**src/hdl/gas_sqrt.sv**
```systemverilog
// Iterative integer square root, one result bit per cycle.
// Used for the distance estimate of the path search; no package use.
// Gives floor(sqrt(rad)) and a one-cycle done pulse.
module gas_sqrt #(
    parameter int YW = 40
) (
    input  logic              clk,
    input  logic              rst_n,
    input  logic              go,
    input  logic [YW-1:0]     rad,
    output logic              done,
    output logic [YW/2-1:0]   root
);

    localparam int SW  = YW / 2;
    localparam int CNW = $clog2(SW + 1);

    logic            run_reg, run_next;
    logic            done_reg, done_next;
    logic [CNW-1:0]  cnt_reg, cnt_next;
    logic [YW-1:0]   rad_reg, rad_next;
    logic [SW+1:0]   rem_reg, rem_next;
    logic [SW-1:0]   root_reg, root_next;
    logic [SW+1:0]   rem_sh;
    logic [SW+1:0]   trial;

    // bring down two radicand bits and try the next root bit
    assign rem_sh = {rem_reg[SW-1:0], rad_reg[YW-1 -: 2]};
    assign trial  = {root_reg, 2'b01};

    always_comb
    begin
        run_next  = run_reg;
        done_next = 1'b0;
        cnt_next  = cnt_reg;
        rad_next  = rad_reg;
        rem_next  = rem_reg;
        root_next = root_reg;
        if (go)
        begin
            run_next  = 1'b1;
            cnt_next  = CNW'(SW);
            rad_next  = rad;
            rem_next  = '0;
            root_next = '0;
        end
        else if (run_reg)
        begin
            if (rem_sh >= trial)
            begin
                rem_next  = rem_sh - trial;
                root_next = {root_reg[SW-2:0], 1'b1};
            end
            else
            begin
                rem_next  = rem_sh;
                root_next = {root_reg[SW-2:0], 1'b0};
            end
            rad_next = rad_reg << 2;
            cnt_next = cnt_reg - 1'b1;
            if (cnt_reg == CNW'(1))
            begin
                run_next  = 1'b0;
                done_next = 1'b1;
            end
        end
    end

    always_ff @(posedge clk or negedge rst_n)
    begin
        if (!rst_n)
        begin
            run_reg  <= 1'b0;
            done_reg <= 1'b0;
            cnt_reg  <= '0;
        end
        else
        begin
            run_reg  <= run_next;
            done_reg <= done_next;
            cnt_reg  <= cnt_next;
        end
    end

    // hold datapath
    always_ff @(posedge clk)
    begin
        rad_reg  <= rad_next;
        rem_reg  <= rem_next;
        root_reg <= root_next;
    end

    assign done = done_reg;
    assign root = root_reg;

endmodule

```
**config.mk**
```make
export PLATFORM = sky130hd
export DESIGN_NAME = gas_sqrt
export DESIGN_NICKNAME = d
export VERILOG_FILES = /design/src/hdl/gas_sqrt.sv
export SDC_FILE = /design/constraint.sdc
export NUM_CORES = 1
export LEC_CHECK = 0
export BUFFER_PORTS_ARGS = -buffer_cell sky130_fd_sc_hd__buf_2
export CORE_AREA = 2 2 105 107
export DETAILED_ROUTE_END_ITERATION = 7
export DIE_AREA = 0 0 107 109
export GPL_TIMING_DRIVEN = 0
export HOLD_SLACK_MARGIN = 0.02
export SYNTH_ARGS = -nofsm -noshare
export SYNTH_HDL_FRONTEND = slang
export SYNTH_SLANG_ARGS = --single-unit
```
**constraint.sdc**
```tcl
create_clock -name clk -period 2.9 [get_ports clk]
set_clock_uncertainty 0.15 [all_clocks]
set_input_delay 0.29 -clock clk [delete_from_list [all_inputs] [get_ports clk]]
set_output_delay 0.29 -clock clk [all_outputs]
set_load 0.01 [all_outputs]
```
==> Yosys cells after proc, flatten, opt, wreduce, memory -nomap -nowiden <==
Cells that the tools add are included.
{ "totals": {"regBits": 87, "output_inout_bits": 21, "inputBits": 43, "wordCells": 23} }
{ "op_classes": {"n_addsub": 2, "eq_ne": 1, "magnitude_cmp": 1, "reduce_logical": 1, "muxes": 12} }
{ "op_table": {"columns": ["operator", "n"], "rows": [
  ["$mux 40", 2],
  ["$ge 22x22->1", 1],
  ["$mux 20", 1],
  ["$sub 20x20->20", 1],
  ["$mux 5", 2],
  ["$mux 1", 7],
  ["$eq 5x1->1 const B", 1],
  ["$sub 5x1->5 const B", 1],
  ["$reduce_bool 2->1", 1]
]} }

==> Longest topological paths before layout <==
Gate-level depths: netlist of the first run.
{ "depth": {"depth_word": 4, "ltp_mapped": 12, "ltp_nobuf": 10} }

==> Least setup slack after synthesis of the first run <==
OpenSTA, ideal clock, no wires.
{ "synth_path": {"path_type": "register -> register", "from": "register root_reg[0], in the netlist root[0]", "to": "register rem_reg[16]", "path_buffers": 2, "synth_period_minus_slack_ns": 2.666, "path_stages_with_launch": 13, "setup_time_ns": 0.079, "arrival_time_ns": 2.437, "required_time_ns": 2.671, "path_slack_ns": 0.234, "cell_sequence": "dfxtp_1 inv_1 ha_1 nor2b_4 o21ai_2 a21oi_2 o31a_1 a21o_1 o21a_1 buf_6 buf_6 mux2i_1 a211oi_2"} }
{ "synth_via": {"elab_chain_len": 2, "elab_cells_between_ends": 3, "cone_classes": "add/sub: 1; order compare: 1; mux: 1"} }
{ "synth_lines": {"columns": ["item", "line_no", "rtl"], "rows": [
  ["start: declaration", "23", "logic [SW-1:0] root_reg, root_next;"],
  ["start signal: assignment", "90", "root_reg <= root_next;"],
  ["$sub 20x20->20 or $ge 22x22->1 (tied branches)", "51, 49", null],
  ["$mux 20 (*)", "49", "if (rem_sh >= trial)"],
  ["end signal: assignment", "89", "rem_reg <= rem_next;"],
  ["end: declaration", "22", "logic [SW+1:0] rem_reg, rem_next;"]
]} }
Mark *: on every way between the ends. The rest lies on a longest branch, timed or not.
A chain may end at the register's enable or synchronous reset.

==> Worst setup path after layout of the first run <==
Ends and elaborated chain as after synthesis.

==> flow_summary.toml, run 1 <==
[timing]
maxClockFrequency_mhz = 357.3
setup_viol = 0
report.final.slew_viol_count = 0
fin_crit_sh = 0.9650
min_period_ns = 2.799
hold_viol = 0
max_slew_margin = 0.3859
tightest_slew_ns = 0.9212

[run_status]
outcome = "complete, no violations"

[layout]
layout_commonest_cell = "buf_2"
final_cell_mix = "63 x buf_2, 52 x nor2_1, 40 x edfxtp_1, 38 x mux2_2, 37 x dfxtp_1"
drive_gt1_frac = 0.3000
fin_util = 0.5209
nFillCells = 1000
num_antenna_cells = 0
largest_reg_flops = 40
nNetsFinal = 582
area_growth_pct = 18.24

[floorplan]
dieArea_sq_um = 11660
initial_core_util = 0.4405
io_pins = 64
die_x_um = 107
die_h_um = 109
num_rows = 38
coreArea_sq_um = 10600

[routing]
viasPerCell = 5.205
post-route-drc-count = 0
vias = 3435
drt-initial-drc-count = 168
wl_per_cell_um = 15.08
firstDrtPassIters = 5
totalWireLength_mm = 9.955
ant_nets = 0

[clock_tree]
cts_max_level = 3
clkTransAtPathRegs_ns = 0.09
cts_buffer_depth = 2
clkLatencyLatePin_ns = 0.37
cts_sinks = 87
cts_made_buffers = 9
cts_tree = "yes"
root_buffer = "clkbuf_8"

[setup_path]
worstPathMaxFanout = 10
reg2reg_depth = 12
r2r_start = "root[0]"
cpPeakStageDelay_ns = 0.37
cpMaxStageDelayCell = "o31a_1"
cp.required_ns = 2.99
cp-start-kind = "flop"
endpoint_kind = "flop"
arrival_ns = 2.89
path_delay_family = "compound AO/OA/AOI/OAI gates"
path_class = "reg2reg"
worst-path-buf-inv = 3
rrSetupSlack_ns = 0.10
r2r-end = "rem_reg[16]"
path_cells = "inv_1 > ha_2 > nor2b_4 > o21ai_2 > a21oi_2 > o31a_1 > a21o_1 > o21a_1 > buf_6 > buf_12 > mux2i_2 > a211oi_2"

[grt]
grt_usage = 0.1807
grt_first_pass_wirelength_mm = 16.13
grt_pass1_vias = 3313
grt_max_degree = 42
antenna_found_initial = 0
grt_overflow = 0

[yosys]
synth_nets = 502
synth-seq-cells = 87
ys_seq_area_frac = 0.4661
syn_inst = 435
ys_types = 54
syn_area_sq_um = 4671
synthArstFlopShare = 0.08046
synth-edff-count = 40
ys.flop_type = "edfxtp_1"
avgSynthCellArea_sq_um = 10.74
yosys_warnings = 0

[hold_path]
hold_depth = 2
holdCritPathClass = "in2reg"
min_to = "rad_reg[1]"
worstHoldStart = "rad[1]"

[pwr]
p_total_w = 0.005200
power_density_nw_per_um2 = 941.6
p_leak_nw = 2.390
peakVddDrop_mv = 0.4270

[placed_design]
port_buffers = 63
gp_congestion = 0.8529
dp_hpwl_mm = 7.060

[flow_run]
maxCapViolations = 0
## worst max-delay path by stage
stage                     startpoint     endpoint  slack, ns  cells after the start
after floorplan              root[0]  rem_reg[16]       0.23                     12
after global placement       root[0]  rem_reg[17]      -0.02                     11
after detailed placement     root[0]  rem_reg[15]      -0.05                     12
after CTS                    root[0]  rem_reg[17]      -0.01                     11
after global routing         root[0]  rem_reg[15]     -0.005                     12
final                        root[0]  rem_reg[16]       0.10                     12
## Yosys cell counts, types with 4 or more instances
library cell	n	area [sq um]
nor2_1	52	195.2
dfxtp_1	40	800.8
edfxtp_1	40	1201
mux2_2	38	427.9
inv_1	34	127.6
mux2i_1	29	290.3
nand2_1	25	93.84
ha_1	24	300.3
a21oi_1	18	90.09
xnor2_1	15	131.4
clkbuf_1	12	45.04
a211oi_1	11	82.58
a21o_1	9	67.56
dfrtp_1	7	175.2
a311oi_2	6	90.09
o21ai_0	5	25.02
xor2_1	5	43.79
buf_1	4	15.01
nand3_1	4	20.02
nor3_1	4	20.02
## metal layers
metal | GRT usage | wire length (um)
met1 | 0.2265 | 4490
met2 | 0.3016 | 4757
met3 | 0.05380 | 574
met4 | 0.05659 | 133
met5 | 0 | 0
## report_power, final
part	switching, W	internal [W]
sequential	0.000122	0.00147
combinational	0.00136	0.00140
clock	0.000453	0.000393
## timing repair
| item | 4_1_cts | 5_1_grt |
|---|---|---|
| pin swaps | 0 | 5 |
| hold buffers | 1 | 0 |
| cloned | 0 | 0 |
| resized for setup | 3 | 20 |
| setup endpoints to repair | 8 | 10 |
| hold endpoints to repair | 7 | 0 |
| setup buffers | 0 | 5 |
## cell families after synthesis
group,Yosys count,share of synthesized area
adders and majority gates,24,0.06429
buffers and inverters,53,0.04741
muxes,67,0.1538
xor gates and xnor gates,20,0.03750
and+or+nand+nor,108,0.1061
AOI/OAI and AO/OA,76,0.1248
DFF,87,0.4661
## worst register-to-register path: stages (launching register included)
cell	delay (ns)
dfxtp_2	0.36
inv_1	0.05
ha_2	0.31
nor2b_4	0.14
o21ai_2	0.14
a21oi_2	0.09
o31a_1	0.37
a21o_1	0.25
o21a_1	0.21
buf_6	0.14
buf_12	0.15
mux2i_2	0.22
a211oi_2	0.09
## final cells by class
| cell class | instances | area, sq um | share of cell area |
|---|---|---|---|
| Timing Repair Buffer | 69 | 387.9 | 0.07023 |
| Multi-Input combinational cell | 295 | 2360 | 0.4273 |
| Clock buffer | 10 | 127.6 | 0.02311 |
| Buffer | 19 | 102.6 | 0.01858 |
| Inverter | 34 | 127.6 | 0.02311 |
| Tap cell | 140 | 175.2 | 0.03172 |
| Sequential cell | 87 | 2181 | 0.3949 |
| Clock inverter | 6 | 61.31 | 0.01110 |
## per-stage QoR
| step | cell area (sq um) | instances | hold WS, ns | setup WS, ns | setup TNS, ns |
|---|---|---|---|---|---|
| after floorplan | 4671 | 435 | -0.1556 | 0.2338 | 0 |
| final | 5523 | 660 | 0.05440 | 0.1014 | 0 |
| after global routing | 5523 | 660 | 0.03356 | -0.004543 | -0.009725 |
| after detailed placement | 5161 | 638 | -0.01825 | -0.04790 | -0.1735 |
| after global placement | 5161 | 638 | -0.01939 | -0.01722 | -0.06270 |
| after CTS | 5369 | 655 | 0.03858 | -0.01264 | -0.02547 |
No activity file was read; power rests on OpenSTA's default activity.
==> run 2, diff against run 1 <==
- ABC_AREA: default -> 1
- CORE_AREA: 2 2 105 107 -> 2 2 109 111
- DIE_AREA: 0 0 107 109 -> 0 0 111 113
==> run 2 against run 1 <==
- die area grew 7.5%
- worst hold slack lost 0.0039 ns
- synthesized cell count grew 49%
- clock power grew 36%
- count of clock-buffer cells in the layout grew 1
- critical path depth grew 2
- area after synthesis grew 6.8%
- sequential share of layout area shrank 1.9 points
- power grew 6.1%
- maximum frequency grew 19%
- cell count grew 32%
- largest cell class unchanged
- highest routed layer unchanged
==> flow_summary.toml, run 2 <==
[run_status]
outcome = "complete, no violations"

[clock_tree]
clkLatencyLatePin_ns = 0.35
cts_max_level = 3
cts_sinks = 87
cts_hold_buf = 1
cts.repair.resized = 0
cts_buffer_depth = 2
root_buffer = "clkbuf_16"
cts_setup_buffers = 0
cts_made_buffers = 9
clkTransAtPathRegs_ns = 0.06
cts_tree = "yes"

[grt]
grt_first_pass_wirelength_mm = 19.08
grt_overflow = 0
grt_usage = 0.1901
grt_max_degree = 29
antenna_found_initial = 0
grt_pass1_vias = 4208

[layout]
nNetsFinal = 790
area_growth_pct = 16.28
largest_reg_flops = 40
drive_gt1_frac = 0.1758
multiInputGateArea_sq_um = 2384
layout_commonest_cell = "nand2_1"
final_cell_mix = "260 x nand2_1, 76 x inv_1, 63 x buf_2, 40 x edfxtp_1, 40 x dfxtp_1"
regArea_sq_um = 2177
num_antenna_cells = 0
nFillCells = 1135

[flow_run]
maxCapViolations = 0

[placed_design]
port_buffers = 62
dp_hpwl_mm = 8.708
gp_congestion = 0.8922

[yosys]
ys_seq_area_frac = 0.4365
synth_top_family_by_area = "simple AND/OR/NAND/NOR gates"
synth_simple_gate_area_frac = 0.3392
synth_area_leaders = "edfxtp_1 24%, nand2_1 20%, dfxtp_1 16%"
synth_top_cell_area_share = 0.2408
synth_fa_ha_area_frac = 0.06021
yosys_warnings = 0
synthTopCellsByCount = "260 x nand2_1, 76 x inv_1, 40 x dfxtp_1, 40 x edfxtp_1, 36 x nand3_1"
synth-seq-cells = 87
avgSynthCellArea_sq_um = 7.696
synth.area.mux_share = 0
synth_nets = 715
ys.flop_type = "edfxtp_1"
yosysTopAreaCell = "edfxtp_1"
synth_most_common_cell = "nand2_1"
synth-edff-count = 40
syn_inst = 648
synthArstFlopShare = 0.08046
ys_types = 34
syn_area_sq_um = 4987
yosys.area_share.xor_xnor = 0.01405
synth-compound-area-share = 0.06448

[routing]
post-route-drc-count = 0
drt-initial-drc-count = 156
firstDrtPassIters = 4
totalWireLength_mm = 11.29
vias = 4207
ant_nets = 0
wl_per_cell_um = 12.97
viasPerCell = 4.830

[setup_path]
path_class = "reg2reg"
path_cells = "inv_1 > ha_1 > nand2_1 > inv_2 > nand2_1 > inv_1 > a21oi_2 > nand2_4 > nand2_4 > nand2_4 > nor2_4 > buf_4 > nand2_1 > nand3_2"
cpMaxStageDelayCell = "ha_1"
worstPathMaxFanout = 10
cp.required_ns = 3.04
cp-start-kind = "flop"
arrival_ns = 2.50
endpoint_kind = "flop"
cpPeakStageDelay_ns = 0.38

[timing]
maxClockFrequency_mhz = 424.1
rsz0062_at_grt = "no"
tightest_slew_ns = 0.6600
fin_crit_sh = 0.8131
fin_setup_tns_ns = 0
max_slew_margin = 0.5600
hold_viol = 0
setup_viol = 0
report.final.slew_viol_count = 0
min_period_ns = 2.358

[floorplan]
die_x_um = 111
die_h_um = 113
num_rows = 39
io_pins = 64
coreArea_sq_um = 11270
initial_core_util = 0.4424
dieArea_sq_um = 12540

[pwr]
peakVddDrop_mv = 0.3732
p_total_w = 0.005516
power_density_nw_per_um2 = 951.2
p_leak_nw = 2.971

[hold_path]
holdCritPathClass = "in2reg"
[run 2: cell types whose count changed in the layout (fill, tap and decap cells not counted), sizes merged, moves of 19 or more]
| cell | previous run | this run |
|---|---|---|
| inv | 34 | 81 |
| mux2 | 38 | 0 |
| mux2i | 29 | 0 |
| nand2 | 25 | 268 |
| nand3 | 4 | 56 |
| nor2 | 52 | 33 |
| o22ai | 1 | 20 |
[run 2: layer usage]
| metal | global-route usage | part of all wire | wire length [um] | up-vias |
|---|---|---|---|---|
| met5 | 0 | 0 | 0 | - |
| met4 | 0.06417 | 0.015 | 169 | 0 |
| met3 | 0.04553 | 0.042 | 473 | 12 |
| met2 | 0.3346 | 0.48 | 5403 | 78 |
| met1 | 0.2298 | 0.46 | 5246 | 1888 |
| li1 | - | - | - | 2229 |
[run 2: final cells by class]
class,count,share of cell area
plain buffers,21,0.02136
clock buffers,11,0.04013
clock inverters,5,0.01014
inverters,81,0.05243
multi-input cells,459,0.4110
flip-flops and latches,87,0.3754
well taps,143,0.03085
repair buffers,64,0.05868
[run 2: final timing paths]
check / from / endpoint / slack (ns) / depth (start not counted)
min: rad[1] / rad_reg[1] / 0.05 / 3
max in group asynchronous: rst_n / run_reg / 2.30 / 2
max reg2reg: root[10] / rem_reg[8] / 0.54 / 14
min reg2reg: rem_reg[18] / rem_reg[18] / 0.32 / 2
max: root[10] / rem_reg[8] / 0.54 / 14
min in group asynchronous: rst_n / cnt_reg[0] / 0.14 / 2
[run 2: critical path: cells and delay by family (launching register included)]
kind / cells / cell delay [ns]
AOI/OAI and AO/OA: 1 / 0.20
adders and majority gates: 1 / 0.38
buffers and inverters: 4 / 0.41
DFF: 1 / 0.32
and+or+nand+nor: 8 / 0.85
[run 2: through the flow]
| step | worst slack [ns] | util | instance area (sq um) | std cells | hold WS [ns] |
|---|---|---|---|---|---|
| global route | 0.3328 | 0.5145 | 5799 | 871 | 0.06140 |
| floorplan | 0.2806 | - | 4987 | 648 | -0.1556 |
| CTS | 0.5347 | 0.5145 | 5799 | 871 | 0.04253 |
| detailed placement | 0.5443 | 0.4877 | 5498 | 854 | -0.01675 |
| global placement | -0.6481 | 0.4858 | 5477 | 853 | -0.02016 |
| finish | 0.5421 | 0.5145 | 5799 | 871 | 0.05055 |
[run 2: cell families after synthesis]
group | Yosys count
AOI/OAI and AO/OA | 55
adders and majority gates | 24
and+or+nand+nor | 372
DFF | 87
xor gates and xnor gates | 8
buffers and inverters | 102
[run 2: power breakdown]
part,switching [W],total (W),internal [W]
logic,0.00175,0.00279,0.00104
registers,0.000103,0.00157,0.00147
clock network,0.000482,0.00115,0.000668
==> run 3, diff against run 2 <==
- clock period: 2.9 -> 2.3 ns (I/O delays scaled with it)
==> run 3 against run 2 <==
- critical path depth shrank 2
- maximum frequency rose by 7.1%
- power up 38%
- cell count rose by 4.7%
- global-route usage increased by 1.7 points
- setup slack worse by 0.44 ns
- critical endpoint unchanged
==> flow_summary.toml, run 3 (synthesis results as in run 2) <==
[grt]
grt_max_degree = 50
grt_usage = 0.2067
grt_first_pass_wirelength_mm = 20.71
antenna_found_initial = 0
grt_overflow = 0
grt_pass1_vias = 4523

[setup_path]
critPathMostFrequentCell = "nand2_4"
cp.required_ns = 2.44
path_delay_family = "simple AND/OR/NAND/NOR gates"
cpMaxStageDelayCell = "ha_2"
worstPathMaxFanout = 8
path_class = "reg2reg"
cpPeakStageDelay_ns = 0.32
r2r-end = "rem_reg[8]"
reg2reg_depth = 12
worst-path-buf-inv = 2
cp-start-kind = "flop"
r2r_start = "root[3]"
arrival_ns = 2.34
path_cells = "inv_1 > ha_2 > a21oi_2 > nand3_2 > nand2_4 > nand2_4 > nand2_8 > nand2_4 > nor2_4 > buf_4 > nand2_1 > nand3_2"
endpoint_kind = "flop"
rrSetupSlack_ns = 0.1

[pwr]
p_seq_frac = 0.267
p_leak_nw = 3.167
switching_share = 0.4168
power_density_nw_per_um2 = 1178
p_sw_w = 0.003161
clock_power_share = 0.206
combPwrFrac = 0.527
peakVddDrop_mv = 0.6432
p_int_w = 0.004424

[timing]
report.final.slew_viol_count = 0
fin_ws_ns = 0.09929
hold_viol = 0
whs_ns = 0.04122
max_slew_margin = 0.2889
setup_viol = 0
fin_crit_sh = 0.9568
tightest_slew_ns = 1.067
maxClockFrequency_mhz = 454.4
min_period_ns = 2.201

[layout]
drive_gt1_frac = 0.2029
multiInputGateArea_sq_um = 2600
nNetsFinal = 831
area_growth_pct = 29.08
num_antenna_cells = 0
layout_commonest_cell = "nand2_1"
regArea_sq_um = 2177
largest_reg_flops = 40
final_cell_mix = "257 x nand2_1, 71 x inv_1, 63 x buf_2"
nFillCells = 1068

[floorplan]
initial_core_util = 0.4424
io_pins = 64
num_rows = 39
die_x_um = 111
die_h_um = 113
dieArea_sq_um = 12540
coreArea_sq_um = 11270

[clock_tree]
root_buffer = "clkbuf_16"
cts_sinks = 87
clkTransAtPathRegs_ns = 0.06
cts_made_buffers = 9
clkLatencyLatePin_ns = 0.35
cts_max_level = 3
cts_buffer_depth = 2
cts_tree = "yes"

[routing]
top_layer_used = "met4"
drt-initial-drc-count = 144
viasPerCell = 4.880
firstDrtPassIters = 5
wl_met1_mm = 5.431
wl_per_cell_um = 13.76
totalWireLength_mm = 12.55
vias = 4451
wl_met2_mm = 6.321
met3WireLength_um = 571
post-route-drc-count = 0
ant_nets = 0

[run_status]
outcome = "complete, no violations"

[hold_path]
hold_depth = 3
worstHoldStart = "rad[30]"
min_to = "rad_reg[30]"
holdCritPathClass = "in2reg"

[placed_design]
dp_hpwl_mm = 8.745
dp_slack_ns = -0.2331
gp_congestion = 0.9072
port_buffers = 62

[flow_run]
maxCapViolations = 0
-- run 3: cell type report --
type,count,share of cell area
clock inverters,6,0.01322
flip-flops and latches,87,0.3382
multi-input cells,459,0.4039
clock buffers,10,0.03557
inverters,81,0.04723
plain buffers,20,0.01905
repair buffers,106,0.1151
well taps,143,0.02779
-- run 3: worst max path at each step --
stage	cells past startpoint	end	from	slack (ns)
after floorplan	14	rem_reg[12]	root[10]	0.17
after global placement	4	rad_reg[15]	go	-0.19
after detailed placement	4	rad_reg[16]	go	-0.23
after CTS	14	rem_reg[12]	root[5]	0.01
after global routing	14	rem_reg[4]	root[9]	-0.02
final	12	rem_reg[8]	root[3]	0.1
-- run 3: routing by layer --
metal | vias to the layer above | track usage
met5 | - | 0
met2 | 87 | 0.3636
met1 | 2027 | 0.2477
li1 | 2322 | -
met3 | 15 | 0.04874
met4 | 0 | 0.07583
-- run 3: worst register-to-register path: cells and delay by family, from the launching register on --
kind                       cells  cell delay (ns)
buffers and inverters          2             0.29
adders and majority gates      1             0.32
DFF                            1             0.30
AOI/OAI and AO/OA              1             0.24
and+or+nand+nor                8             0.83
-- run 3: metrics by stage --
stage | total power, W | util | instances | instance area (sq um) | setup TNS (ns)
finish | 0.007585 | 0.5711 | 912 | 6437 | 0
global route | 0.008154 | 0.5711 | 912 | 6437 | -0.1063
CTS | 0.007229 | 0.5524 | 909 | 6227 | 0
detailed placement | 0.005559 | 0.4860 | 853 | 5478 | -11.53
global placement | 0.005522 | 0.4860 | 853 | 5478 | -9.024
floorplan | 0.004788 | - | 648 | 4989 | 0
-- run 3: power groups by stage --
stage	clock, W	combinational (W)	sequential (W)
finish	0.00156	0.00400	0.00203
floorplan	0	0.00280	0.00199
detailed placement	0	0.00354	0.00202
global placement	0	0.00351	0.00201
global route	0.00166	0.00444	0.00205
CTS	0.00160	0.00364	0.00199
-- run 3: timing repair --
item,in CTS,in global routing
hold buffers,40,0
cloned,0,1
buffers inserted,0,3
resized for setup,5,33
pin swaps,0,6
endpoints found under the hold margin,46,0
setup endpoints to repair,13,68
